**src/rtl/mcbd_pkg.sv**
```systemverilog
// ----------------------------------------------------------------------------
// mcbd_pkg
// Shared types, constants and helpers for the mip chain box downsampler.
// ----------------------------------------------------------------------------
package mcbd_pkg;

  localparam int DEF_MAX_WIDTH  = 4096;
  localparam int DEF_MAX_LEVELS = 13;

  localparam int SIZE_W  = 13;
  localparam int LVL_W   = 4;
  localparam int COORD_W = 11;
  localparam int CH_W    = 8;
  localparam int SUM_W   = 9;
  localparam int NUM_CH  = 4;

  localparam logic [SIZE_W-1:0] SIZE_RESET = 13'd1024;

  typedef enum logic {
    REG_BASE_WIDTH  = 1'b0,
    REG_BASE_HEIGHT = 1'b1
  } reg_idx_t;

  typedef struct packed {
    logic [SIZE_W-1:0] width;
    logic [SIZE_W-1:0] height;
    logic [LVL_W-1:0]  levels;
  } cfg_t;

  // size of a level, never below one
  function automatic logic [SIZE_W-1:0] size_at(input logic [SIZE_W-1:0] s,
                                                input logic [LVL_W-1:0] l);
    logic [SIZE_W-1:0] v;
    v = s >> l;
    return (v == '0) ? SIZE_W'(1) : v;
  endfunction

endpackage

```
**src/rtl/mcbd_cfg.sv**
```systemverilog
// ----------------------------------------------------------------------------
// mcbd_cfg
// Size registers with clamping and level count derivation.
// ----------------------------------------------------------------------------
module mcbd_cfg #(
  parameter int MAX_WIDTH  = mcbd_pkg::DEF_MAX_WIDTH,
  parameter int MAX_LEVELS = mcbd_pkg::DEF_MAX_LEVELS
) (
  input  logic                            clk,
  input  logic                            rst,
  input  logic                            cfg_we,
  input  mcbd_pkg::reg_idx_t              cfg_index,
  input  logic [mcbd_pkg::SIZE_W-1:0]     cfg_data,
  output mcbd_pkg::cfg_t                  cfg
);

  logic [mcbd_pkg::SIZE_W-1:0] width;
  logic [mcbd_pkg::SIZE_W-1:0] height;
  logic [mcbd_pkg::SIZE_W-1:0] clamped;
  logic [mcbd_pkg::SIZE_W-1:0] larger;
  logic [mcbd_pkg::LVL_W-1:0]  msb;

  always_comb begin
    if (cfg_data == '0) begin
      clamped = mcbd_pkg::SIZE_W'(1);
    end else if (int'(cfg_data) > MAX_WIDTH) begin
      clamped = mcbd_pkg::SIZE_W'(MAX_WIDTH);
    end else begin
      clamped = cfg_data;
    end
  end

  always_ff @(posedge clk) begin
    if (rst) begin
      width  <= mcbd_pkg::SIZE_RESET;
      height <= mcbd_pkg::SIZE_RESET;
    end else if (cfg_we) begin
      case (cfg_index)
        mcbd_pkg::REG_BASE_WIDTH:  width  <= clamped;
        mcbd_pkg::REG_BASE_HEIGHT: height <= clamped;
        default: ;
      endcase
    end
  end

  // levels = floor(log2(max)) + 1 by highest set bit, capped at MAX_LEVELS
  always_comb begin
    larger = (width > height) ? width : height;
    msb = '0;
    for (int i = 1; i < mcbd_pkg::SIZE_W; i++) begin
      if (larger[i]) msb = mcbd_pkg::LVL_W'(i);
    end
    cfg.width  = width;
    cfg.height = height;
    if (int'(msb) + 1 > MAX_LEVELS) begin
      cfg.levels = mcbd_pkg::LVL_W'(MAX_LEVELS);
    end else begin
      cfg.levels = msb + mcbd_pkg::LVL_W'(1);
    end
  end

endmodule

```
**config.mk**
```make
export PLATFORM = sky130hd
export DESIGN_NAME = mcbd_cfg
export DESIGN_NICKNAME = d
export VERILOG_FILES = /design/src/rtl/mcbd_pkg.sv /design/src/rtl/mcbd_cfg.sv
export SDC_FILE = /design/constraint.sdc
export NUM_CORES = 1
export LEC_CHECK = 0
export BUFFER_PORTS_ARGS = -buffer_cell sky130_fd_sc_hd__buf_2
export CORE_ASPECT_RATIO = 0.8
export CORE_UTILIZATION = 29
export CTS_CLUSTER_SIZE = 25
export DETAILED_ROUTE_END_ITERATION = 10
export HOLD_SLACK_MARGIN = 0.02
export PLACE_DENSITY_LB_ADDON = 0.25
export SLEW_MARGIN = 10
export SYNTH_ARGS = -nofsm -noshare
export SYNTH_HDL_FRONTEND = slang
export SYNTH_SLANG_ARGS = --single-unit
```
**constraint.sdc**
```tcl
create_clock -name clk -period 3.49 [get_ports clk]
set_clock_uncertainty 0.1 [all_clocks]
set_input_delay 0 -clock clk [delete_from_list [all_inputs] [get_ports clk]]
set_output_delay 0 -clock clk [all_outputs]
set_load 0.005 [all_outputs]
```
==> results by group, run 1 <==
Run status
  • Status: completed

Critical path
  • Buf/Inv on CP: 2
  • CP required: 3.39 ns
  • Kind of end point of the critical path: output pin
  • Critical path fanouts, max: 9
  • Crit Path Category: reg -> out
  • CP cell instances: inv_1 > ha_1 > a21oi_1 > o22ai_1 > a211o_1 > a221o_2 > and2_4 > mux2i_2 > o21ai_0 > ha_1 > nand2b_1 > o221ai_2 > buf_2
  • WP data arrival: 3.15 ns
  • Worst R2R Path Depth: 2
  • Critical path's top delay family: compound AO/OA/AOI/OAI gates
  • Slowest cell on crit path: a221o_2
  • Most Frequent Cell on Critical Path: ha_1
  • Critical path depth in cells: 13
  • Max incr delay on CP: 0.43 ns
  • Startpoint types: register

Timing
  • Peak Freq: 307 MHz
  • RSZ-0062 raised after global routing: no
  • Worst-Margin Slew: 0.837 ns
  • Fin. Hold Viols: 0
  • Fin crit share: 93.2%
  • Max_slew headroom: 44.1%
  • Fin crit period: 3.25 ns
  • Fin Setup TNS: 0 ns
  • Setup ws final: 0.237 ns
  • Final setup viols: 0
  • Max Slew Vio Count: 0

Die
  • Die Y: 70.9 um
  • Total core area: 5590 um2
  • I/O pin cnt: 47
  • Std-Cell Rows: 24
  • Die area: 6250 um2
  • Die width: 88.1 um
  • Initial Utilization: 30.8%

Clock tree
  • H-tree level count: 1
  • CTS buffer count: 3
  • Clock sink count: 26
  • CTS clk-pin slew, worst paths: 0.09 ns
  • Max clock buf depth: 2
  • TritonCTS clock tree: yes
  • Root buf cell: clkbuf_8
  • Clk_lat worst skew: 0.27 ns

Power and ir drop
  • Clk pwr share: 26.9%
  • Sw Share: 31.0%
  • P_leak: 0.913 nW
  • Pwr Total: 0.734 mW
  • Logic pwr share: 29.1%
  • Pint: 0.506 mW
  • Pwr Density: 340 nW/um2
  • NetSw: 0.227 mW
  • Peak VDD IR: 0.200 mV
  • Power share of the sequential group: 44.0%

Logic synthesis
  • Mean Syn Cell Area: 7.06 um2
  • Number of different library cells in the post-synthesis netlist: 35
  • Cells after Synth: 244
  • Net Count, Synth: 275
  • Synth Warn #: 0
  • Yosys reg bits: 26
  • Mapped cell area: 1720 um2
  • Register area share after synthesis: 30.2%

Routing
  • Remaining DRCs: 0
  • Via count: 1,800
  • Vias per inst: 4.86
  • Drt pass-1 iters: 4
  • Number of DRC markers in iteration 0: 106
  • Post-route ant nets: 0
  • Routed Wire Length: 5050 um
  • Post-DR wirelength/cell: 13.7 um

Layout
  • Final Util: 38.7%
  • Fin cells: 370
  • Filler cells: 620
  • Most frequent cells in the layout: 57 x nand2_1, 46 x buf_2, 41 x a21oi_1
  • Area growth from synthesis to layout: 25.4%
  • Layout cells sized above 1: 22.9%
  • Commonest non-fill, non-tap cell in the layout: nand2_1
  • ANT cells: 0
  • Nets: 324

Placed design
  • GPL Wtd Cong: 0.792
  • Hpwl dp: 3890 um
  • Placed cells: 359
  • # port buffers: 46
  • DP Worst Slack: 0.523 ns

Global route
  • Vias in the first global route: 1,590
  • GRT Util Overall: 16.6%
  • Largest net degree at the start of global routing: 27
  • Grt ovf: 0
  • First-pass GRT wire length: 8030 um
  • Initial antenna violation count: 0

Hold path
  • Hold path depth: 4
  • HP Class: in -> reg

Flow run
  • Max Cap Viol: 0
-- per-layer routing --
layer  vias up  share of wire, %  wire, um  GRT usage [%]
li1        941                 -         -              -
met1       803                56      2810           26.3
met2        52                39      1990           23.8
met3         4               4.1       205           1.05
met4         0              0.83        42           4.84
met5         -                 0         0              0
-- synth_stat cells --
cell type | count | area, um2
o221ai_1 | 1 | 8.76
nor2_1 | 15 | 56.3
dfxtp_1 | 26 | 521
ha_1 | 14 | 175
o311ai_0 | 1 | 8.76
a21o_2 | 2 | 17.5
o21bai_1 | 1 | 7.51
mux2i_1 | 3 | 30.0
o31ai_1 | 1 | 7.51
nor2b_1 | 11 | 68.8
a211oi_1 | 1 | 7.51
o21a_1 | 1 | 7.51
nand2_1 | 57 | 214
o2111ai_1 | 1 | 8.76
clkbuf_1 | 8 | 30.0
o41ai_1 | 2 | 17.5
a211o_1 | 3 | 26.3
nor4_1 | 5 | 31.3
or4_1 | 1 | 7.51
and3_2 | 2 | 15.0
o22ai_1 | 1 | 6.26
and2_4 | 1 | 8.76
a31oi_1 | 1 | 6.26
nor3_1 | 8 | 40.0
nand4_1 | 1 | 6.26
nand2b_1 | 5 | 31.3
inv_1 | 16 | 60.1
buf_1 | 1 | 3.75
a221o_2 | 1 | 11.3
and2_1 | 2 | 12.5
a311oi_1 | 1 | 8.76
and4_1 | 1 | 8.76
a21oi_1 | 41 | 205
o21ai_0 | 7 | 35.0
buf_6 | 1 | 11.3
-- cells by family after synthesis --
family,count (synthesis),synth area share (%)
compound gates,66,22.7
fa+ha+maj,14,10.2
buf+inv,26,6.10
flops,26,30.2
mux,3,1.74
simple gates,109,29.1
-- final cells by class --
cell class	instances	area (um2)	share of cell area (%)
Clock buffer	4	55.1	2.55
Inverter	16	60.1	2.78
Multi-Input combinational cell	192	1110	51.5
Sequential cell	26	532	24.6
Tap cell	78	97.6	4.52
Timing Repair Buffer	54	303	14.0
-- final timing paths --
path / slack (ns) / start / end
worst min register to register: 0.39 / height[3] / height[3]
worst max register to register: 2.58 / width[9] / width[9]
worst min-delay path: 0.02 / cfg_data[5] / height[5]
worst max-delay path: 0.24 / height[2] / cfg[0]
-- worst reg2reg max path, delay by kind of cell, from the launching register on --
| family | cells | cell delay (ns) |
|---|---|---|
| AOI/OAI and AO/OA | 1 | 0.14 |
| DFF | 1 | 0.52 |
| and+or+nand+nor | 1 | 0.09 |
-- flip-flops by register name, summed over array words and instances (netlist names) --
register and cells:
width 13, height 13
-- power by group through the flow --
stage,clock network [mW],registers [mW],logic (mW)
floorplan,0,0.326,0.143
CTS,0.197,0.323,0.198
finish,0.197,0.323,0.214
global placement,0,0.330,0.192
detailed placement,0,0.330,0.193
global route,0.216,0.325,0.239
-- what timing repair did --
action | 4_1_cts | 5_1_grt
resized for setup | 0 | 10
hold endpoints to repair | 8 | 0
hold buffers | 5 | 0
buffers inserted | 0 | 2
endpoints found under the setup margin | 0 | 1
-- per-stage QoR --
stage	hold WS [ns]	instance area [um2]
floorplan	0.0853	1720
global placement	0.271	2010
detailed placement	0.279	2010
CTS	0.0210	2120
global route	0.0346	2160
finish	0.0230	2160
(Power assumes the default switching activity.)
==> run 2: changes to the inputs <==
--- a/config.mk
+++ b/config.mk
@@ -6,6 +6,7 @@
 export NUM_CORES = 1
 export LEC_CHECK = 0
 export BUFFER_PORTS_ARGS = -buffer_cell sky130_fd_sc_hd__buf_2
+export CAP_MARGIN = 20
 export CORE_ASPECT_RATIO = 0.8
 export CORE_UTILIZATION = 29
 export CTS_CLUSTER_SIZE = 25
==> constraint.sdc (replaced) <==
create_clock -name clk -period 2.95 [get_ports clk]
set_clock_uncertainty 0.1 [all_clocks]
set_input_delay 0 -clock clk [delete_from_list [all_inputs] [get_ports clk]]
set_output_delay 0 -clock clk [all_outputs]
set_load 0.005 [all_outputs]
==> results by group, run 2 (same netlist as run 1, synthesis figures left out) <==
Critical path
  • WP data arrival: 2.85 ns (-0.30 ns)
  • Startpoint types: register
  • R2R setup slack: 1.98 ns (-0.60 ns)
  • Crit Path Category: reg -> out
  • CP cell instances: ha_4 > nand4_1 > o22ai_1 > a211o_1 > a221o_2 > and2_4 > mux2i_2 > o21ai_1 > ha_2 > nand2b_1 > o221ai_2 > buf_2
  • Max incr delay on CP: 0.39 ns (-0.04 ns)
  • CP required: 2.85 ns (-0.54 ns)
  • Slowest cell on crit path: a221o_2
  • Critical path fanouts, max: 6 (-3)
  • Critical path's top delay family: compound AO/OA/AOI/OAI gates
  • Kind of end point of the critical path: output pin
  • Buf/Inv on CP: 1 (-1)

Routing
  • Vias per inst: 4.88 (+0.40%)
  • Drt pass-1 iters: 4 (unchanged)
  • Via count: 1,939 (+7.7%)
  • Routed Wire Length: 5720 um (+13%)
  • Number of DRC markers in iteration 0: 122 (+15%)
  • Post-DR wirelength/cell: 14.4 um (+5.5%)
  • Remaining DRCs: 0 (unchanged)
  • Post-route ant nets: 0 (unchanged)

Die
  • Initial Utilization: 30.8% (unchanged)
  • Die width: 88.1 um (unchanged)
  • Die Y: 70.9 um (unchanged)
  • Std-Cell Rows: 24 (unchanged)
  • Die area: 6250 um2 (unchanged)
  • Total core area: 5590 um2 (unchanged)
  • I/O pin cnt: 47 (unchanged)

Layout
  • Regs by FF count: height x13, width x13
  • Final Util: 43.5% (+4.8 points)
  • ANT cells: 0 (unchanged)
  • Layout cells sized above 1: 34.8% (+12 points)
  • Filler cells: 598 (-3.5%)
  • Most frequent cells in the layout: 57 x nand2_1, 46 x buf_2, 39 x a21oi_1
  • Fin area: 2430 um2 (+12%)
  • Commonest non-fill, non-tap cell in the layout: nand2_1
  • Fin cells: 397 (+7.3%)
  • Area growth from synthesis to layout: 41.1%
  • Nets: 352 (+8.6%)
  • FF/Latch Area: 534 um2 (+0.47%)
  • Multi-input logic area: 1180 um2 (+6.5%)

Placed design
  • Hpwl dp: 4200 um (+8.1%)
  • GPL Wtd Cong: 0.792 (about the same)
  • # port buffers: 46 (unchanged)
  • Placed cells: 377 (+5.0%)
  • Placed cell areas: 2150 um2 (+6.7%)

Timing
  • Fin crit share: 99.8%
  • Max Slew Vio Count: 0 (unchanged)
  • Final hold slack: 0.0227 ns (-0.000275 ns)
  • RSZ-0062 raised after global routing: yes
  • Final setup viols: 0 (unchanged)
  • Peak Freq: 340 MHz
  • Max_slew headroom: 45.2% (+1.1 points)
  • Fin. Hold Viols: 0 (unchanged)
  • Worst-Margin Slew: 0.820 ns (-0.0164 ns)
  • Fin crit period: 2.95 ns

Clock tree
  • Max clock buf depth: 2 (unchanged)
  • Clk_lat worst skew: 0.26 ns (about the same)
  • Root buf cell: clkbuf_8
  • Clock sink count: 26 (unchanged)
  • CTS buffer count: 3 (unchanged)
  • H-tree level count: 1 (unchanged)
  • TritonCTS clock tree: yes
  • CTS clk-pin slew, worst paths: 0.09 ns (about the same)

Hold path
  • HP Class: in -> reg

Global route
  • First-pass GRT wire length: 9190 um (+14%)
  • Vias in the first global route: 1,773 (+12%)
  • Grt ovf: 0 (unchanged)
  • Largest net degree at the start of global routing: 27 (unchanged)
  • GRT Util Overall: 19.0% (+2.4 points)
  • Initial antenna violation count: 0 (unchanged)

Run status
  • Status: completed

Flow run
  • Max Cap Viol: 0 (unchanged)

Power and ir drop
  • P_leak: 1.06 nW (+16%)
  • Pwr Density: 370 nW/um2 (+8.9%)
  • Peak VDD IR: 0.140 mV (-30%)
run 2: cell count changes in the layout (fill, tap and decap cells not counted), sizes merged:
cell,before,now
dlygate4sd3,5,4
clkbuf,4,3
buf,49,78
run 2: final cells by class:
type,count,area share [%]
clock buffer,3,1.70
tap,78,4.02
timing repair buffer,82,21.0
inverter,16,2.47
multi-input combinational,192,48.8
sequential,26,22.0
run 2: report_power, final:
part	total (mW)	switching (mW)	internal, mW
combinational	0.326	0.166	0.160
clock	0.200	0.109	0.0914
sequential	0.372	0.00893	0.363
run 2: worst min-delay path: stages:
cell and delay (ns):
buf_2 0.11, nor2b_1 0.13, nand2_1 0.06, a21oi_1 0.05
run 2: final timing paths:
| kind | from | to | cells after the start |
|---|---|---|---|
| worst max-delay path | width[2] | cfg[0] | 12 |
| worst min-delay path | cfg_data[9] | width[9] | 4 |
| worst max register to register | height[4] | height[4] | 4 |
| worst min register to register | width[0] | width[0] | 2 |
run 2: metrics by stage:
stage | setup WS [ns] | total power [mW] | TNS [ns]
after floorplan | 0.189 | 0.555 | 0
after global placement | 0.138 | 0.631 | 0
after detailed placement | 0.0773 | 0.636 | 0
after CTS | -0.0136 | 0.882 | -0.0136
after global routing | -0.164 | 0.956 | -0.411
final | 0.00450 | 0.898 | 0
run 2: timing repair:
item,in CTS,in global routing
pin swaps,9,3
hold buffers,4,0
hold endpoints to repair,6,0
setup buffers,11,2
resized for setup,21,5
endpoints found under the setup margin,3,3
run 2: metal layers:
metal	up-vias	wire length, um	track usage [%]
met5	-	0	0
met4	0	32	4.48
met3	4	285	1.05
met2	58	2350	25.7
met1	881	3050	32.0
li1	996	-	-
==> run 3: changes to the inputs <==
--- a/config.mk
+++ b/config.mk
@@ -5,6 +5,7 @@
 export SDC_FILE = /design/constraint.sdc
 export NUM_CORES = 1
 export LEC_CHECK = 0
+export ABC_AREA = 1
 export BUFFER_PORTS_ARGS = -buffer_cell sky130_fd_sc_hd__buf_2
 export CAP_MARGIN = 20
 export CORE_ASPECT_RATIO = 0.8
==> results by group, run 3 <==
Clock tree
  • Clock sink count: 26 (unchanged)
  • CTS clk-pin slew, worst paths: 0.09 ns (about the same)
  • Max clock buf depth: 2 (unchanged)
  • Root buf cell: clkbuf_8
  • Clk_lat worst skew: 0.26 ns (about the same)
  • CTS buffer count: 3 (unchanged)
  • TritonCTS clock tree: yes
  • H-tree level count: 1 (unchanged)

Global route
  • Largest net degree at the start of global routing: 24 (-11%)
  • Initial antenna violation count: 0 (unchanged)
  • Vias in the first global route: 1,886 (+6.4%)
  • GRT Util Overall: 17.6% (-1.4 points)
  • Grt ovf: 0 (unchanged)
  • Grt met2 use: 28.3% (+2.7 points)
  • First-pass GRT wire length: 8600 um (-6.5%)
  • Met1 usage: 25.7% (-6.3 points)
  • Grt met3 use: 1.65% (+0.60 points)
  • Grt peak-use layer: met2

Logic synthesis
  • Register area share after synthesis: 31.1% (+0.84 points)
  • Mapped cell area: 1680 um2 (-2.7%)
  • Mean Syn Cell Area: 6.76 um2 (-4.3%)
  • Mux cell area share after synthesis: 0% (-1.7 points)
  • Post-Synth Simple-Gate Area: 25.2% (-3.8 points)
  • Compound-Gate Fraction of Synth Area: 22.3% (-0.42 points)
  • EDFF count, synth: 0 (unchanged)
  • Most common cell in the netlist: nand2_1
  • Xor/xnor share of the synthesized area: 0% (unchanged)
  • Top FF cell, synth: dfxtp_1
  • Commonest cells post-synth: 59 x nand2_1, 35 x inv_1, 30 x a21oi_1
  • Cells after Synth: 248 (+1.6%)
  • Yosys reg bits: 26 (unchanged)
  • Number of different library cells in the post-synthesis netlist: 25 (-29%)
  • Synth area leader: dfxtp_1
  • Combinational family with the most area after synthesis: simple AND/OR/NAND/NOR gates
  • Adder-Cell Fraction of Synth Area: 10.5% (+0.28 points)
  • Synth Warn #: 0 (unchanged)
  • Yosys top cell area share: 31.1% (+0.84 points)
  • Ys async rst share: 0% (unchanged)
  • Synth area leaders: dfxtp_1 31%, nand2_1 13%, ha_1 10%, a21oi_1 9.0%, o21ai_0 8.1%
  • Net Count, Synth: 279 (+1.5%)

Die
  • Std-Cell Rows: 24 (unchanged)
  • Total core area: 5500 um2 (-1.6%)
  • Die width: 87.0 um (-1.3%)
  • Initial Utilization: 30.5% (-0.34 points)
  • Die Y: 70.0 um (-1.3%)
  • Die area: 6090 um2 (-2.6%)
  • I/O pin cnt: 47 (unchanged)

Routing
  • Post-DR wirelength/cell: 12.1 um (-16%)
  • Remaining DRCs: 0 (unchanged)
  • Post-route ant nets: 0 (unchanged)
  • Routed Wire Length: 5160 um (-9.7%)
  • Vias per inst: 4.53 (-7.2%)
  • Drt pass-1 iters: 4 (unchanged)
  • Via count: 1,931 (-0.41%)
  • Number of DRC markers in iteration 0: 62 (-49%)

Layout
  • Filler cells: 555 (-7.2%)
  • Regs by FF count: height x13, width x13
  • Fin cells: 426 (+7.3%)
  • Fin area: 2760 um2 (+14%)
  • ANT cells: 0 (unchanged)
  • Layout cells sized above 1: 48.0% (+13 points)
  • Nets: 380 (+8.0%)
  • Area growth from synthesis to layout: 64.6%
  • Final Util: 50.2% (+6.7 points)
  • Most frequent cells in the layout: 51 x nand2_1, 45 x buf_2, 42 x buf_4
  • Commonest non-fill, non-tap cell in the layout: nand2_1

Timing
  • Final hold slack: 0.0562 ns (+0.0335 ns)
  • Worst-Margin Slew: 0.552 ns (-0.269 ns)
  • Setup ws final: -0.118 ns (-0.123 ns)
  • Max Slew Vio Count: 0 (unchanged)
  • Fin crit period: 3.07 ns (+0.123 ns)
  • Peak Freq: 326 MHz (-4.0%)
  • Max_slew headroom: 63.2% (+18 points)
  • Fin crit share: 104% (+4.2 points)
  • Final setup viols: 3 (+3)
  • Fin. Hold Viols: 0 (unchanged)
  • RSZ-0062 raised after global routing: yes

Power and ir drop
  • Pwr Density: 472 nW/um2 (+28%)
  • P_leak: 1.36 nW (+28%)
  • Peak VDD IR: 0.195 mV (+40%)
  • Pwr Total: 1.30 mW (+45%)

Placed design
  • GPL Wtd Cong: 0.816 (+3.0%)
  • Placed cells: 396 (+5.0%)
  • Placed cell areas: 2200 um2 (+2.6%)
  • Hpwl dp: 3750 um (-11%)
  • # port buffers: 46 (unchanged)

Critical path
  • WP data arrival: 2.97 ns (+0.12 ns)
  • Slowest cell on crit path: dfxtp_2
  • Most Frequent Cell on Critical Path: nand2_1
  • Max incr delay on CP: 0.35 ns (-0.04 ns)
  • CP required: 2.85 ns (about the same)
  • Kind of end point of the critical path: output pin
  • Critical path fanouts, max: 4 (-2)
  • Worst R2R Path Depth: 4 (unchanged)
  • Startpoint types: register
  • Crit Path Category: reg -> out

Flow run
  • Max Cap Viol: 0 (unchanged)

Run status
  • Status: complete, but fails checks
  • Failing checks: setup timing

Hold path
  • HP Class: in -> reg
  • Hold path depth: 3 (-1)
## run 3: cell families (layout without fill, tap and decap cells)
kind of cell / after synthesis / count (layout)
AND/OR/NAND/NOR: 96 / 97
AO/OA/AOI/OAI: 67 / 67
buffers and inverters: 45 / 144
flip-flops: 26 / 26
adder cells (fa/ha/maj): 14 / 14
## run 3: report_power, final
group          internal (mW)  switching (mW)
Sequential             0.376          0.0188
Combinational          0.325           0.353
Clock                  0.119           0.110
## run 3: cell type report
class                      count  area [um2]  area share, %
timing repair buffer         104         716           26.0
multi-input combinational    178        1210           43.9
sequential                    26         542           19.6
tap                           78        97.6           3.54
inverter                      36         138           4.99
clock buffer                   4        55.1           2.00
## run 3: path summary, 6_finish.rpt
| path | startpoint | end | slack, ns |
|---|---|---|---|
| worst max-delay path | height[2] | cfg[0] | -0.12 |
| worst min-delay path | cfg_we | height[12] | 0.06 |
| worst max register to register | width[9] | width[9] | 1.52 |
| worst min register to register | height[11] | height[11] | 0.39 |
## run 3: through the flow
step	worst slack [ns]	TNS, ns
global placement	-0.0102	-0.0102
finish	-0.118	-0.226
floorplan	0.189	0
global route	-0.389	-1.10
detailed placement	-0.0362	-0.0541
CTS	-0.0941	-0.168
## run 3: worst max-delay path: cells and delay by family, from the launching register on
family                     cells  cell delay, ns
and+or+nand+nor               21            1.36
adders and majority gates      2            0.52
DFF                            1            0.35
buffers and inverters          4            0.32
AOI/OAI and AO/OA              1            0.14
## run 3: what timing repair did
item                       in CTS  in global routing
gates resized for setup        48                 23
hold endpoints to repair       22                  0
gates cloned                    1                  0
pin swaps                      26                 19
setup buffers                   6                  6
hold buffers                   13                  0
setup endpoints to repair       3                  4
## run 3: metal layers
metal  up-vias  part of all wire [%]
met3         2                   3.5
met1       874                    50
met2        42                    46
li1       1013                     -
met4         0                  0.27
met5         -                     0
